**src/sv/pdx_pkg.sv**
```systemverilog
package pdx_pkg;

	localparam logic [1:0] STATUS_NONE    = 2'd0;
	localparam logic [1:0] STATUS_MORE    = 2'd1;
	localparam logic [1:0] STATUS_PARTIAL = 2'd2;
	localparam logic [1:0] STATUS_MATCHED = 2'd3;

	localparam logic [15:0] WINDOW_RESET = 16'd4096;

	localparam int HIST_BYTES = 9;
	localparam int HEAD_LEN   = 5;

	localparam logic [71:0] STARTXREF_PAT = "startxref";
	localparam logic [55:0] TRAILER_PAT   = "trailer";
	localparam logic [39:0] EOF_PAT       = "%%EOF";

	typedef logic [8*HIST_BYTES-1:0] hist_t;

	function automatic logic [7:0] head_byte(input logic [2:0] idx);
		logic [7:0] b;
		case (idx)
			3'd0: b = "%";
			3'd1: b = "P";
			3'd2: b = "D";
			3'd3: b = "F";
			3'd4: b = "-";
			default: b = 8'h00;
		endcase
		return b;
	endfunction

	function automatic logic is_c_space(input logic [7:0] b);
		return (b == 8'h20) || (b >= 8'h09 && b <= 8'h0D);
	endfunction

endpackage

```
**src/sv/pdx_byte_if.sv**
```systemverilog
interface pdx_byte_if;
	logic       valid;
	logic       ready;
	logic [7:0] data_byte;
	logic       last_byte;
	logic       final_chunk;

	modport source(output valid, output data_byte, output last_byte, output final_chunk,
		input ready);
	modport sink(input valid, input data_byte, input last_byte, input final_chunk,
		output ready);
endinterface

```
**src/sv/pdx_result_if.sv**
```systemverilog
interface pdx_result_if;
	logic        valid;
	logic        ready;
	logic [1:0]  status;
	logic [31:0] extent_length;

	modport source(output valid, output status, output extent_length, input ready);
	modport sink(input valid, input status, input extent_length, output ready);
endinterface

```
**src/sv/pdf_extent_detector.sv**
```systemverilog
// An accepted byte is registered in the input stage; a last byte then loads the
// result register, which offers its result on result_ch until it is taken.
// Throughput: one byte per cycle. A last byte holds in the input stage while an
// earlier result is still unread, which stops byte intake until it is taken.
// Reset (arst_n low): scan state cleared, window back to 4096, no result
// pending.
module pdf_extent_detector #(
	parameter int OFFSET_BITS = 32
) (
	input  logic               clk,
	input  logic               arst_n,
	input  logic               cfg_we,
	input  logic [15:0]        cfg_wdata,
	pdx_byte_if.sink           byte_ch,
	pdx_result_if.source       result_ch
);

	localparam int OB = OFFSET_BITS;

	// input stage
	logic        valid_s1;
	logic [7:0]  data_s1;
	logic        last_s1;
	logic        final_s1;

	// scan state
	logic [15:0]           window_q;
	pdx_pkg::hist_t        hist_q;
	logic [OB-1:0]         offset_q;
	logic                  header_ok_q;
	logic                  sx_valid_q;
	logic [OB-1:0]         sx_at_q;
	logic                  tr_valid_q;
	logic [OB-1:0]         tr_at_q;
	logic                  found_q;
	logic [OB:0]           match_end_q;
	logic                  extending_q;

	// result register
	logic        out_valid_q;
	logic [1:0]  status_q;
	logic [31:0] extent_q;

	logic advance_s1;

	assign advance_s1   = valid_s1 && (!last_s1 || !out_valid_q || result_ch.ready);
	assign byte_ch.ready = !valid_s1 || advance_s1;

	always_ff @(posedge clk or negedge arst_n) begin
		if (!arst_n) begin
			valid_s1 <= 1'b0;
		end else if (byte_ch.ready) begin
			valid_s1 <= byte_ch.valid;
		end
	end

	always_ff @(posedge clk) begin
		if (byte_ch.ready && byte_ch.valid) begin
			data_s1  <= byte_ch.data_byte;
			last_s1  <= byte_ch.last_byte;
			final_s1 <= byte_ch.final_chunk;
		end
	end

	// next-state logic
	pdx_pkg::hist_t hist_n;
	logic [OB-1:0]  offset_n;
	logic           header_ok_n;
	logic           sx_valid_n;
	logic [OB-1:0]  sx_at_n;
	logic           tr_valid_n;
	logic [OB-1:0]  tr_at_n;
	logic           found_n;
	logic [OB:0]    match_end_n;
	logic           extending_n;
	logic [OB:0]    end_here;
	logic [OB:0]    mstart;
	logic           sx_ok;
	logic           tr_ok;
	logic           eof_hit;
	logic [1:0]     status_n;
	logic [63:0]    ext_wide;
	logic [31:0]    extent_n;

	assign end_here = (OB+1)'(offset_q) + (OB+1)'(1);
	assign mstart   = (OB+1)'(offset_q) - (OB+1)'(4);
	assign sx_ok = sx_valid_q && ((OB+1)'(sx_at_q) + (OB+1)'(window_q) >= mstart);
	assign tr_ok = tr_valid_q && ((OB+1)'(tr_at_q) + (OB+1)'(window_q) >= mstart);

	always_comb begin
		hist_n      = {hist_q[8*(pdx_pkg::HIST_BYTES-1)-1:0], data_s1};
		header_ok_n = header_ok_q;
		sx_valid_n  = sx_valid_q;
		sx_at_n     = sx_at_q;
		tr_valid_n  = tr_valid_q;
		tr_at_n     = tr_at_q;
		found_n     = found_q;
		match_end_n = match_end_q;
		extending_n = extending_q;
		eof_hit     = 1'b0;

		if (offset_q < OB'(pdx_pkg::HEAD_LEN)
			&& data_s1 != pdx_pkg::head_byte(offset_q[2:0])) begin
			header_ok_n = 1'b0;
		end

		if (extending_q) begin
			if (pdx_pkg::is_c_space(data_s1)) begin
				match_end_n = end_here;
			end else begin
				extending_n = 1'b0;
			end
		end

		if (offset_q >= OB'(8) && hist_n == pdx_pkg::STARTXREF_PAT) begin
			sx_valid_n = 1'b1;
			sx_at_n    = offset_q - OB'(8);
		end
		if (offset_q >= OB'(6) && hist_n[55:0] == pdx_pkg::TRAILER_PAT) begin
			tr_valid_n = 1'b1;
			tr_at_n    = offset_q - OB'(6);
		end
		if (offset_q >= OB'(9) && hist_n[39:0] == pdx_pkg::EOF_PAT) begin
			eof_hit = (window_q != 16'd0) && (sx_ok || tr_ok);
		end
		if (eof_hit) begin
			found_n     = 1'b1;
			match_end_n = end_here;
			extending_n = 1'b1;
		end

		offset_n = (offset_q == {OB{1'b1}}) ? offset_q : offset_q + OB'(1);

		status_n = pdx_pkg::STATUS_NONE;
		ext_wide = 64'd0;
		if (offset_n < OB'(pdx_pkg::HEAD_LEN)) begin
			status_n = (header_ok_n && !final_s1) ? pdx_pkg::STATUS_MORE
				: pdx_pkg::STATUS_NONE;
		end else if (!header_ok_n) begin
			status_n = pdx_pkg::STATUS_NONE;
		end else if (found_n) begin
			status_n = pdx_pkg::STATUS_MATCHED;
			ext_wide = 64'(match_end_n);
		end else if (final_s1) begin
			status_n = pdx_pkg::STATUS_PARTIAL;
			ext_wide = 64'(offset_n);
		end else begin
			status_n = pdx_pkg::STATUS_MORE;
		end
		extent_n = (ext_wide > 64'h0000_0000_FFFF_FFFF) ? 32'hFFFF_FFFF : ext_wide[31:0];
	end

	always_ff @(posedge clk or negedge arst_n) begin
		if (!arst_n) begin
			window_q <= pdx_pkg::WINDOW_RESET;
		end else if (cfg_we) begin
			window_q <= cfg_wdata;
		end
	end

	always_ff @(posedge clk or negedge arst_n) begin
		if (!arst_n) begin
			hist_q      <= '0;
			offset_q    <= '0;
			header_ok_q <= 1'b1;
			sx_valid_q  <= 1'b0;
			tr_valid_q  <= 1'b0;
			found_q     <= 1'b0;
			match_end_q <= '0;
			extending_q <= 1'b0;
		end else if (advance_s1) begin
			if (last_s1 && status_n != pdx_pkg::STATUS_MORE) begin
				hist_q      <= '0;
				offset_q    <= '0;
				header_ok_q <= 1'b1;
				sx_valid_q  <= 1'b0;
				tr_valid_q  <= 1'b0;
				found_q     <= 1'b0;
				match_end_q <= '0;
				extending_q <= 1'b0;
			end else begin
				hist_q      <= hist_n;
				offset_q    <= offset_n;
				header_ok_q <= header_ok_n;
				sx_valid_q  <= sx_valid_n;
				tr_valid_q  <= tr_valid_n;
				found_q     <= found_n;
				match_end_q <= match_end_n;
				extending_q <= extending_n;
			end
		end
	end

	always_ff @(posedge clk) begin
		if (advance_s1) begin
			sx_at_q <= sx_at_n;
			tr_at_q <= tr_at_n;
		end
	end

	always_ff @(posedge clk or negedge arst_n) begin
		if (!arst_n) begin
			out_valid_q <= 1'b0;
		end else if (advance_s1 && last_s1) begin
			out_valid_q <= 1'b1;
		end else if (result_ch.ready) begin
			out_valid_q <= 1'b0;
		end
	end

	always_ff @(posedge clk) begin
		if (advance_s1 && last_s1) begin
			status_q <= status_n;
			extent_q <= extent_n;
		end
	end

	assign result_ch.valid         = out_valid_q;
	assign result_ch.status        = status_q;
	assign result_ch.extent_length = extent_q;

endmodule

```
**src/flat_wrapper.sv**
```systemverilog
// flat-port wrapper written by rule: the top's interface ports become plain ports
module pdf_extent_detector_flat 
#(
	parameter int OFFSET_BITS = 32
)
  (clk, arst_n, cfg_we, cfg_wdata, byte_ch_valid, byte_ch_data_byte, byte_ch_last_byte, byte_ch_final_chunk, byte_ch_ready, result_ch_valid, result_ch_status, result_ch_extent_length, result_ch_ready);
  pdx_byte_if byte_ch_i ();
  pdx_result_if result_ch_i ();
  input  logic clk;
  input  logic arst_n;
  input  logic cfg_we;
  input  logic [15:0] cfg_wdata;
  input wire logic [$bits(byte_ch_i.valid)-1:0] byte_ch_valid;
  input wire logic [$bits(byte_ch_i.data_byte)-1:0] byte_ch_data_byte;
  input wire logic [$bits(byte_ch_i.last_byte)-1:0] byte_ch_last_byte;
  input wire logic [$bits(byte_ch_i.final_chunk)-1:0] byte_ch_final_chunk;
  output wire logic [$bits(byte_ch_i.ready)-1:0] byte_ch_ready;
  output wire logic [$bits(result_ch_i.valid)-1:0] result_ch_valid;
  output wire logic [$bits(result_ch_i.status)-1:0] result_ch_status;
  output wire logic [$bits(result_ch_i.extent_length)-1:0] result_ch_extent_length;
  input wire logic [$bits(result_ch_i.ready)-1:0] result_ch_ready;
  assign byte_ch_i.valid = byte_ch_valid;
  assign byte_ch_i.data_byte = byte_ch_data_byte;
  assign byte_ch_i.last_byte = byte_ch_last_byte;
  assign byte_ch_i.final_chunk = byte_ch_final_chunk;
  assign byte_ch_ready = byte_ch_i.ready;
  assign result_ch_valid = result_ch_i.valid;
  assign result_ch_status = result_ch_i.status;
  assign result_ch_extent_length = result_ch_i.extent_length;
  assign result_ch_i.ready = result_ch_ready;
  pdf_extent_detector #(.OFFSET_BITS(OFFSET_BITS)) u_core (.clk(clk), .arst_n(arst_n), .cfg_we(cfg_we), .cfg_wdata(cfg_wdata), .byte_ch(byte_ch_i), .result_ch(result_ch_i));
endmodule
```
**config.mk**
```make
export PLATFORM = sky130hd
export DESIGN_NAME = pdf_extent_detector_flat
export DESIGN_NICKNAME = d
export VERILOG_FILES = /design/src/sv/pdx_pkg.sv /design/src/sv/pdx_byte_if.sv /design/src/sv/pdx_result_if.sv /design/src/sv/pdf_extent_detector.sv /design/src/flat_wrapper.sv
export SDC_FILE = /design/constraint.sdc
export NUM_CORES = 1
export LEC_CHECK = 0
export BUFFER_PORTS_ARGS = -buffer_cell sky130_fd_sc_hd__buf_2
export CAP_MARGIN = 10
export CORE_MARGIN = 2
export CORE_UTILIZATION = 65
export DETAILED_ROUTE_END_ITERATION = 10
export GPL_TIMING_DRIVEN = 0
export PLACE_DENSITY = 0.85
export SYNTH_ARGS = -nofsm -noshare
export SYNTH_HDL_FRONTEND = slang
export SYNTH_SLANG_ARGS = --single-unit
```
**constraint.sdc**
```tcl
create_clock -name clk -period 8 [get_ports clk]
set_clock_uncertainty 0.05 [all_clocks]
set_input_delay 0.8 -clock clk [delete_from_list [all_inputs] [get_ports clk]]
set_output_delay 0.8 -clock clk [all_outputs]
set_load 0.005 [all_outputs]
```
==> summary.md, run 1 <==
| Metric | Value |
|---|---|
| Outcome | `complete, no violations` |
| Slowest stage delay, CP | `0.64 ns` |
| Global-route wire length before repair | `73.3 mm` |
| DR vias/cell | `6.46` |
| Critical path class | `reg -> reg` |
| Root Driver | `clkbuf_16` |
| Final net count | `2005` |
| CP Capture Type | `flop` |
| Gpl congestion | `0.987` |
| Worst hold slack | `0.168 ns` |
| Final Util | `0.733` |
| Synth async-reset ratio | `0.585` |
| Total chip power | `4.26 mW` |
| WL per Instance | `21.0 um` |
| Layout cell share with drive strength beyond 1 | `0.105` |
| Clk_lat worst skew | `0.56 ns` |
| Netlist cell types | `80` |
| Overall Global Routing Usage | `0.349` |
| Critical Path Most Common Cell | `o21ai_0` |
| Setup TNS | `0 ns` |
| Ys flop type | `dfrtp_1` |
| Clock Path Buffers | `3` |
| Synth Cell Area | `16500 um2` |
| Fin crit period | `7.25 ns` |
| Worst slew pin tran | `1.19 ns` |
| Die Area | `26700 um2` |
| Drt pass-1 iters | `8` |
| Initial Utilization | `0.659` |
| CTS tree | `yes` |
| Critical path startpoint category | `flop` |
| Slowest-stage cell, CP | `o21ai_1` |
| Die X | `163 um` |
| Placeable core region | `25100 um2` |
| Syn. warnings | `0` |
| Ports | `67` |
| Max-Cap Viols | `0` |
| Largest fanout on the critical path | `10` |
| Setup bufs post-CTS | `0` |
| Worst VDD drop | `0.170 mV` |
| Area Overhead vs Synth | `11.2%` |
| # H-tree levels | `1` |
| DRT antenna net count | `0` |
| Vias in the first global route | `13900` |
| Initial antenna violation count | `0` |
| Final worst-path cycle share | `0.906` |
| RSZ-0062 raised after global routing | `no` |
| Reg-to-reg endpoint | `u_core.result_ch.extent_length[0]` |
| Antenna diode count | `0` |
| DRT Wirelength | `46.5 mm` |
| Worst Reg-to-Reg Cells | `24` |
| CP arrival | `7.51 ns` |
| Post-synth EDFFs | `108` |
| Origin of the critical flop-to-flop path | `u_core.window_q[0]` |
| Chip Height | `163 um` |
| Path type of the worst min-delay path | `in -> async` |
| Slew HR | `0.199` |
| Final setup fails | `0` |
| CP Cell Sequence | `ha_1 > inv_1 > fa_1 > nor2b_1 > o21ai_0 > a21boi_0 > o21ai_0 > a22o_1 > o21ai_0 > nand2b_1 > a311o_1 > clkbuf_1 > or3_1 > xnor2_1 > ha_1 > nand4_1 > nor4_1 > nand4_1 > a31oi_1 > nor3_1 > o21ai_1 > clkbuf_1 > nor2_1 > o41ai_1` |
| Syn avg cell area | `9.39 um2` |
| Power Density | `231 nW/um2` |
| Hold buffers post-CTS | `0` |
| Largest net degree at the start of global routing | `91` |
| Initial DRC count | `1593` |
| R2R Setup Slk | `0.75 ns` |
| DRC | `0` |
| Synth Net Count | `1906` |
| Vias post-DR | `14300` |
| Sequential share of the synthesized area | `0.426` |
| Seq cells post-synth | `260` |
| Final Hold Vio Count | `0` |
| Filler cell count | `1781` |
| Top achievable clock speed | `138 MHz` |
| Total CTS buffers | `28` |
| Resize count post-CTS | `0` |
| Port bufs | `65` |
| Clock slew seen by the registers of the worst setup and hold paths | `0.06 ns` |
| Cell Rows | `58` |
| Lkg Pwr | `7.44 nW` |
| Detailed Place HPWL | `34.7 mm` |
| Total gr overflow | `0` |
| Crit. Startpoint | `u_core.window_q[0]` |
| CP Data Required Time | `8.27 ns` |
| Clock sinks | `260` |
| Syn Inst Count | `1761` |
| Final Max Tran Viols | `0` |
## worst max-delay path, delay by kind of cell (launching register included)
kind,cells,cell delay (ns)
AO/OA/AOI/OAI,9,2.92
XOR/XNOR,1,0.14
AND/OR/NAND/NOR,8,1.85
adder cells (fa/ha/maj),3,0.89
buffers and inverters,3,0.73
flip-flops,1,0.40
## power breakdown
part           internal [mW]  switching, mW  total [mW]
registers               1.52          0.112        1.63
clock network          0.854          0.569        1.42
logic                  0.446          0.759        1.21
## how the worst max path moves through the flow
stage	slack, ns	endpoint	depth (start not counted)
after floorplan	2.71	u_core.result_ch.extent_length[12]	26
after global placement	1.21	u_core.result_ch.extent_length[0]	24
after detailed placement	1.03	u_core.result_ch.extent_length[0]	24
after CTS	0.92	u_core.result_ch.extent_length[0]	24
after global routing	0.43	u_core.result_ch.extent_length[30]	24
final	0.75	u_core.result_ch.extent_length[0]	24
## metal layers
metal,share of wire,vias to the layer above,GRT usage
met5,0,-,0
met4,0.037,0,0.133
met3,0.092,135,0.0521
met2,0.47,765,0.570
met1,0.40,6844,0.473
li1,-,6541,-
## cell families (layout without fill, tap and decap cells)
family / count (synthesis) / in the layout / synth area share
DFF: 260 / 260 / 0.426
AOI/OAI and AO/OA: 344 / 344 / 0.124
adders and majority gates: 114 / 114 / 0.0872
buffers and inverters: 137 / 258 / 0.0334
xor gates and xnor gates: 176 / 176 / 0.0932
muxes: 44 / 44 / 0.0279
and+or+nand+nor: 686 / 686 / 0.207
## placed cells by master (no fill, tap or decap), drive strengths merged, types with 10 or more instances in the layout
cell type / synthesis / layout
inv: 41 / 43
mux2: 17 / 17
and2: 13 / 13
nand2b: 17 / 17
and3: 19 / 19
nor3: 45 / 45
nand3: 53 / 53
o22ai: 38 / 38
a21o: 11 / 11
o21ai: 83 / 83
nor2: 157 / 157
a311oi: 15 / 15
nand4: 37 / 37
xnor2: 109 / 109
a211oi: 16 / 16
edfxtp: 108 / 108
buf: 34 / 103
nor4: 30 / 30
or4: 13 / 13
dfrtp: 150 / 150
clkbuf: 62 / 99
nand2: 223 / 223
xor2: 67 / 67
nor2b: 10 / 10
mux2i: 27 / 27
a21oi: 132 / 132
ha: 112 / 112
or3: 17 / 17
## stage by stage
step	instances	cell area, um2	setup WS, ns
final	2212	18400	0.754
after global placement	2156	17300	1.21
after global routing	2212	18400	0.434
after floorplan	1761	16500	2.71
after CTS	2211	18400	0.921
after detailed placement	2159	17300	1.03
## registers in the layout (all words and copies together), names as in the netlist, 2 cells and up
register	cells
u_core.result_ch.status	2
u_core.result_ch.extent_length	32
u_core.offset_q	32
u_core.sx_at_q	32
u_core.hist_q	64
u_core.tr_at_q	32
u_core.window_q	16
u_core.match_end_q	33
u_core.data_s1	8
## cell usage after synthesis, types with 4 or more instances
library cell	n	share of area
o21bai_1	8	0.0036
or4_1	12	0.0054
nor4_1	26	0.0098
a211oi_1	16	0.0073
nand2b_1	17	0.0064
nor3b_1	8	0.0036
nand4b_1	5	0.0026
o31ai_1	4	0.0018
a21oi_1	131	0.040
edfxtp_1	108	0.20
o22ai_1	38	0.014
xnor2_1	109	0.058
nor4b_1	4	0.0021
nor4_2	4	0.0030
and2_1	12	0.0045
nand2_1	223	0.051
nand3_1	51	0.015
xor2_1	67	0.035
nor3_1	42	0.013
a311oi_1	15	0.0079
ha_1	112	0.085
o21ai_0	73	0.022
buf_1	7	0.0016
a21o_1	11	0.0050
dfrtp_1	150	0.23
mux2_2	17	0.012
clkbuf_1	60	0.014
mux2i_1	27	0.016
or2_2	8	0.0030
nor4bb_1	8	0.0048
nand4_1	36	0.014
o211ai_1	4	0.0018
inv_1	41	0.0093
buf_2	26	0.0079
or3_1	15	0.0057
and3_1	19	0.0072
nor2_1	157	0.036
nor2b_1	10	0.0038
o21a_1	5	0.0023
and4_1	9	0.0048
o21ai_1	8	0.0024
## layout make-up
type	count	area [um2]	area share
Sequential cell	260	7050	0.383
Clock inverter	15	213	0.0116
Timing Repair Buffer	69	409	0.0222
Multi-Input combinational cell	1364	8940	0.486
Inverter	41	154	0.00837
Buffer	96	399	0.0217
Tap cell	330	413	0.0224
Clock buffer	37	817	0.0444
(Power assumes the default switching activity.)
==> inputs of run 2 (changes only) <==
--- a/config.mk
+++ b/config.mk
@@ -8,10 +8,10 @@
 export BUFFER_PORTS_ARGS = -buffer_cell sky130_fd_sc_hd__buf_2
 export CAP_MARGIN = 10
 export CORE_MARGIN = 2
-export CORE_UTILIZATION = 65
+export CORE_UTILIZATION = 45
 export DETAILED_ROUTE_END_ITERATION = 10
 export GPL_TIMING_DRIVEN = 0
-export PLACE_DENSITY = 0.85
+export PLACE_DENSITY = 0.63
 export SYNTH_ARGS = -nofsm -noshare
 export SYNTH_HDL_FRONTEND = slang
 export SYNTH_SLANG_ARGS = --single-unit
==> run 2 against run 1 <==
Effect of this change:
- sequential power is essentially flat
- clock-buffer cell count fell by 1
- register-to-register slack improved by 0.16 ns
- hold slack got worse by 0.099 ns
- worst setup slack better by 0.16 ns
- critical path type unchanged
- critical endpoint is now u_core.result_ch.extent_length[30]
==> summary.md, run 2 (synthesized netlist as in run 1, its figures left out) <==
| Metric | Value |
|---|---|
| Critical Path Most Common Cell | `o21ai_0` |
| Worst hold slack | `0.0689 ns (-0.0992 ns)` |
| Area Overhead vs Synth | `12.3%` |
| Cell Rows | `70 (+21%)` |
| DR vias/cell | `5.89 (-8.7%)` |
| Resize count post-CTS | `0 (unchanged)` |
| DRT antenna net count | `0 (unchanged)` |
| Chip Height | `196 um (+20%)` |
| Cell area after layout | `18600 um2 (+0.93%)` |
| Worst Reg-to-Reg Cells | `24 (unchanged)` |
| Antenna diode count | `0 (unchanged)` |
| CP Data Required Time | `8.34 ns (+0.07 ns)` |
| Setup bufs post-CTS | `0 (unchanged)` |
| Drt pass-1 iters | `6 (-2)` |
| Ports | `67 (unchanged)` |
| Final worst-path cycle share | `0.886 (-0.0201)` |
| CP Cell Sequence | `ha_1 > inv_1 > fa_1 > nor2b_1 > o21ai_0 > a21boi_0 > o21ai_0 > a22o_1 > o21ai_0 > nand2b_1 > a311o_1 > clkbuf_1 > or3_1 > xnor2_1 > ha_1 > nand4_1 > nor4_1 > nand4_1 > a31oi_1 > nor3_1 > o21ai_1 > clkbuf_1 > o21ai_0 > o21ai_0` |
| Origin of the critical flop-to-flop path | `u_core.window_q[0]` |
| CTS tree | `yes` |
| Slowest stage delay, CP | `0.61 ns (-0.03 ns)` |
| Biggest register | `u_core.hist_q` |
| Max FFs per register | `64 (unchanged)` |
| Final net count | `2008 (+0.15%)` |
| Clock Path Buffers | `3 (unchanged)` |
| RSZ-0062 raised after global routing | `no` |
| Largest net degree at the start of global routing | `105 (+15%)` |
| Lkg Pwr | `7.45 nW (about the same)` |
| Gpl congestion | `0.982 (-0.56%)` |
| Initial DRC count | `1257 (-21%)` |
| Crit. Startpoint | `u_core.window_q[0]` |
| WL per Instance | `20.8 um (-1.1%)` |
| Filler cell count | `3405 (+91%)` |
| DRC | `0 (unchanged)` |
| Vias post-DR | `13900 (-2.8%)` |
| Clk_lat worst skew | `0.59 ns (+0.03 ns)` |
| CP arrival | `7.42 ns (-0.09 ns)` |
| Die X | `196 um (+20%)` |
| Outcome | `complete, no violations` |
| Initial antenna violation count | `0 (unchanged)` |
| Final setup fails | `0 (unchanged)` |
| Most frequent cells in the layout | `nand2_1, nor2_1, dfrtp_1, a21oi_1, ha_1` |
| Max-Cap Viols | `0 (unchanged)` |
| Vias in the first global route | `13900 (-0.31%)` |
| Biggest regs | `u_core.hist_q (64), u_core.match_end_q (33)` |
| Clock slew seen by the registers of the worst setup and hold paths | `0.06 ns (about the same)` |
| CP Capture Type | `flop` |
| # H-tree levels | `1 (unchanged)` |
| Port bufs | `65 (unchanged)` |
| Critical path class | `reg -> reg` |
| Worst slew pin tran | `1.14 ns (-0.0537 ns)` |
| Setup TNS | `0 ns (unchanged)` |
| Overall Global Routing Usage | `0.259 (-0.0899)` |
| Clock sinks | `260 (unchanged)` |
| Most common cell after layout, fill and taps aside | `nand2_1` |
| DRT Wirelength | `49.0 mm (+5.3%)` |
| Hold buffers post-CTS | `0 (unchanged)` |
| Root Driver | `clkbuf_16` |
| Detailed Place HPWL | `37.0 mm (+6.7%)` |
| Path type of the worst min-delay path | `in -> async` |
| Critical path startpoint category | `flop` |
| Slowest-stage cell, CP | `o21ai_1` |
| Largest fanout on the critical path | `10 (unchanged)` |
| Power Density | `230 nW/um2 (-0.84%)` |
| Initial Utilization | `0.454 (-0.205)` |
| Total CTS buffers | `30 (+7.1%)` |
| Die Area | `38300 um2 (+43%)` |
| Top achievable clock speed | `141 MHz (+2.3%)` |
| Fin crit period | `7.08 ns (-0.161 ns)` |
| Final Max Tran Viols | `0 (unchanged)` |
| Worst VDD drop | `0.150 mV (-12%)` |
| Placeable core region | `36400 um2 (+45%)` |
| Slew HR | `0.235 (+0.0361)` |
| Total chip power | `4.26 mW (about the same)` |
| Layout cell share with drive strength beyond 1 | `0.101 (-0.00399)` |
| Final Hold Vio Count | `0 (unchanged)` |
| Total gr overflow | `0 (unchanged)` |
| Global-route wire length before repair | `78.3 mm (+6.9%)` |
| Dpl cell area | `17500 um2 (+1.1%)` |
-- run 2: area by class of cell --
class | count | area, um2 | share of cell area
multi-input cells | 1364 | 8940 | 0.481
flip-flops and latches | 260 | 7050 | 0.380
clock buffers | 36 | 783 | 0.0422
well taps | 468 | 586 | 0.0315
repair buffers | 70 | 424 | 0.0228
plain buffers | 96 | 399 | 0.0215
clock inverters | 20 | 230 | 0.0124
inverters | 41 | 154 | 0.00829
-- run 2: path summary, 6_finish.rpt --
check	slack [ns]	to
min in group clk	0.34	u_core.data_s1[2]
max in group asynchronous	6.97	u_core.match_end_q[15]
worst max register to register	0.92	u_core.result_ch.extent_length[30]
worst min register to register	0.45	u_core.header_ok_q
worst min-delay path	0.07	u_core.hist_q[16]
worst max-delay path	0.92	u_core.result_ch.extent_length[30]
-- run 2: worst max-delay path: cells and delay by family, from the launching register on --
kind | cells | cell delay (ns)
AO/OA/AOI/OAI | 10 | 2.78
XOR/XNOR | 1 | 0.14
adder cells (fa/ha/maj) | 3 | 0.92
buffers and inverters | 3 | 0.83
flip-flops | 1 | 0.42
AND/OR/NAND/NOR | 7 | 1.76
-- run 2: power by group --
| group | internal, mW | switching, mW | leakage [nW] |
|---|---|---|---|
| sequential | 1.52 | 0.110 | 3.03 |
| combinational | 0.445 | 0.753 | 3.93 |
| clock | 0.855 | 0.581 | 0.489 |
-- run 2: metrics by stage --
| step | setup slack [ns] | utilization | cells |
|---|---|---|---|
| floorplan | 2.71 | - | 1761 |
| detailed placement | 1.00 | 0.481 | 2298 |
| finish | 0.915 | 0.510 | 2355 |
| CTS | 0.960 | 0.509 | 2354 |
| global route | 0.505 | 0.510 | 2355 |
| global placement | 1.02 | 0.479 | 2294 |
-- run 2: metal layers --
layer | GRT usage | part of all wire | up-vias
met5 | 0 | 0 | -
met4 | 0.0631 | 0.026 | 0
met3 | 0.0351 | 0.064 | 77
met2 | 0.415 | 0.45 | 499
met1 | 0.372 | 0.46 | 6762
li1 | - | - | 6541
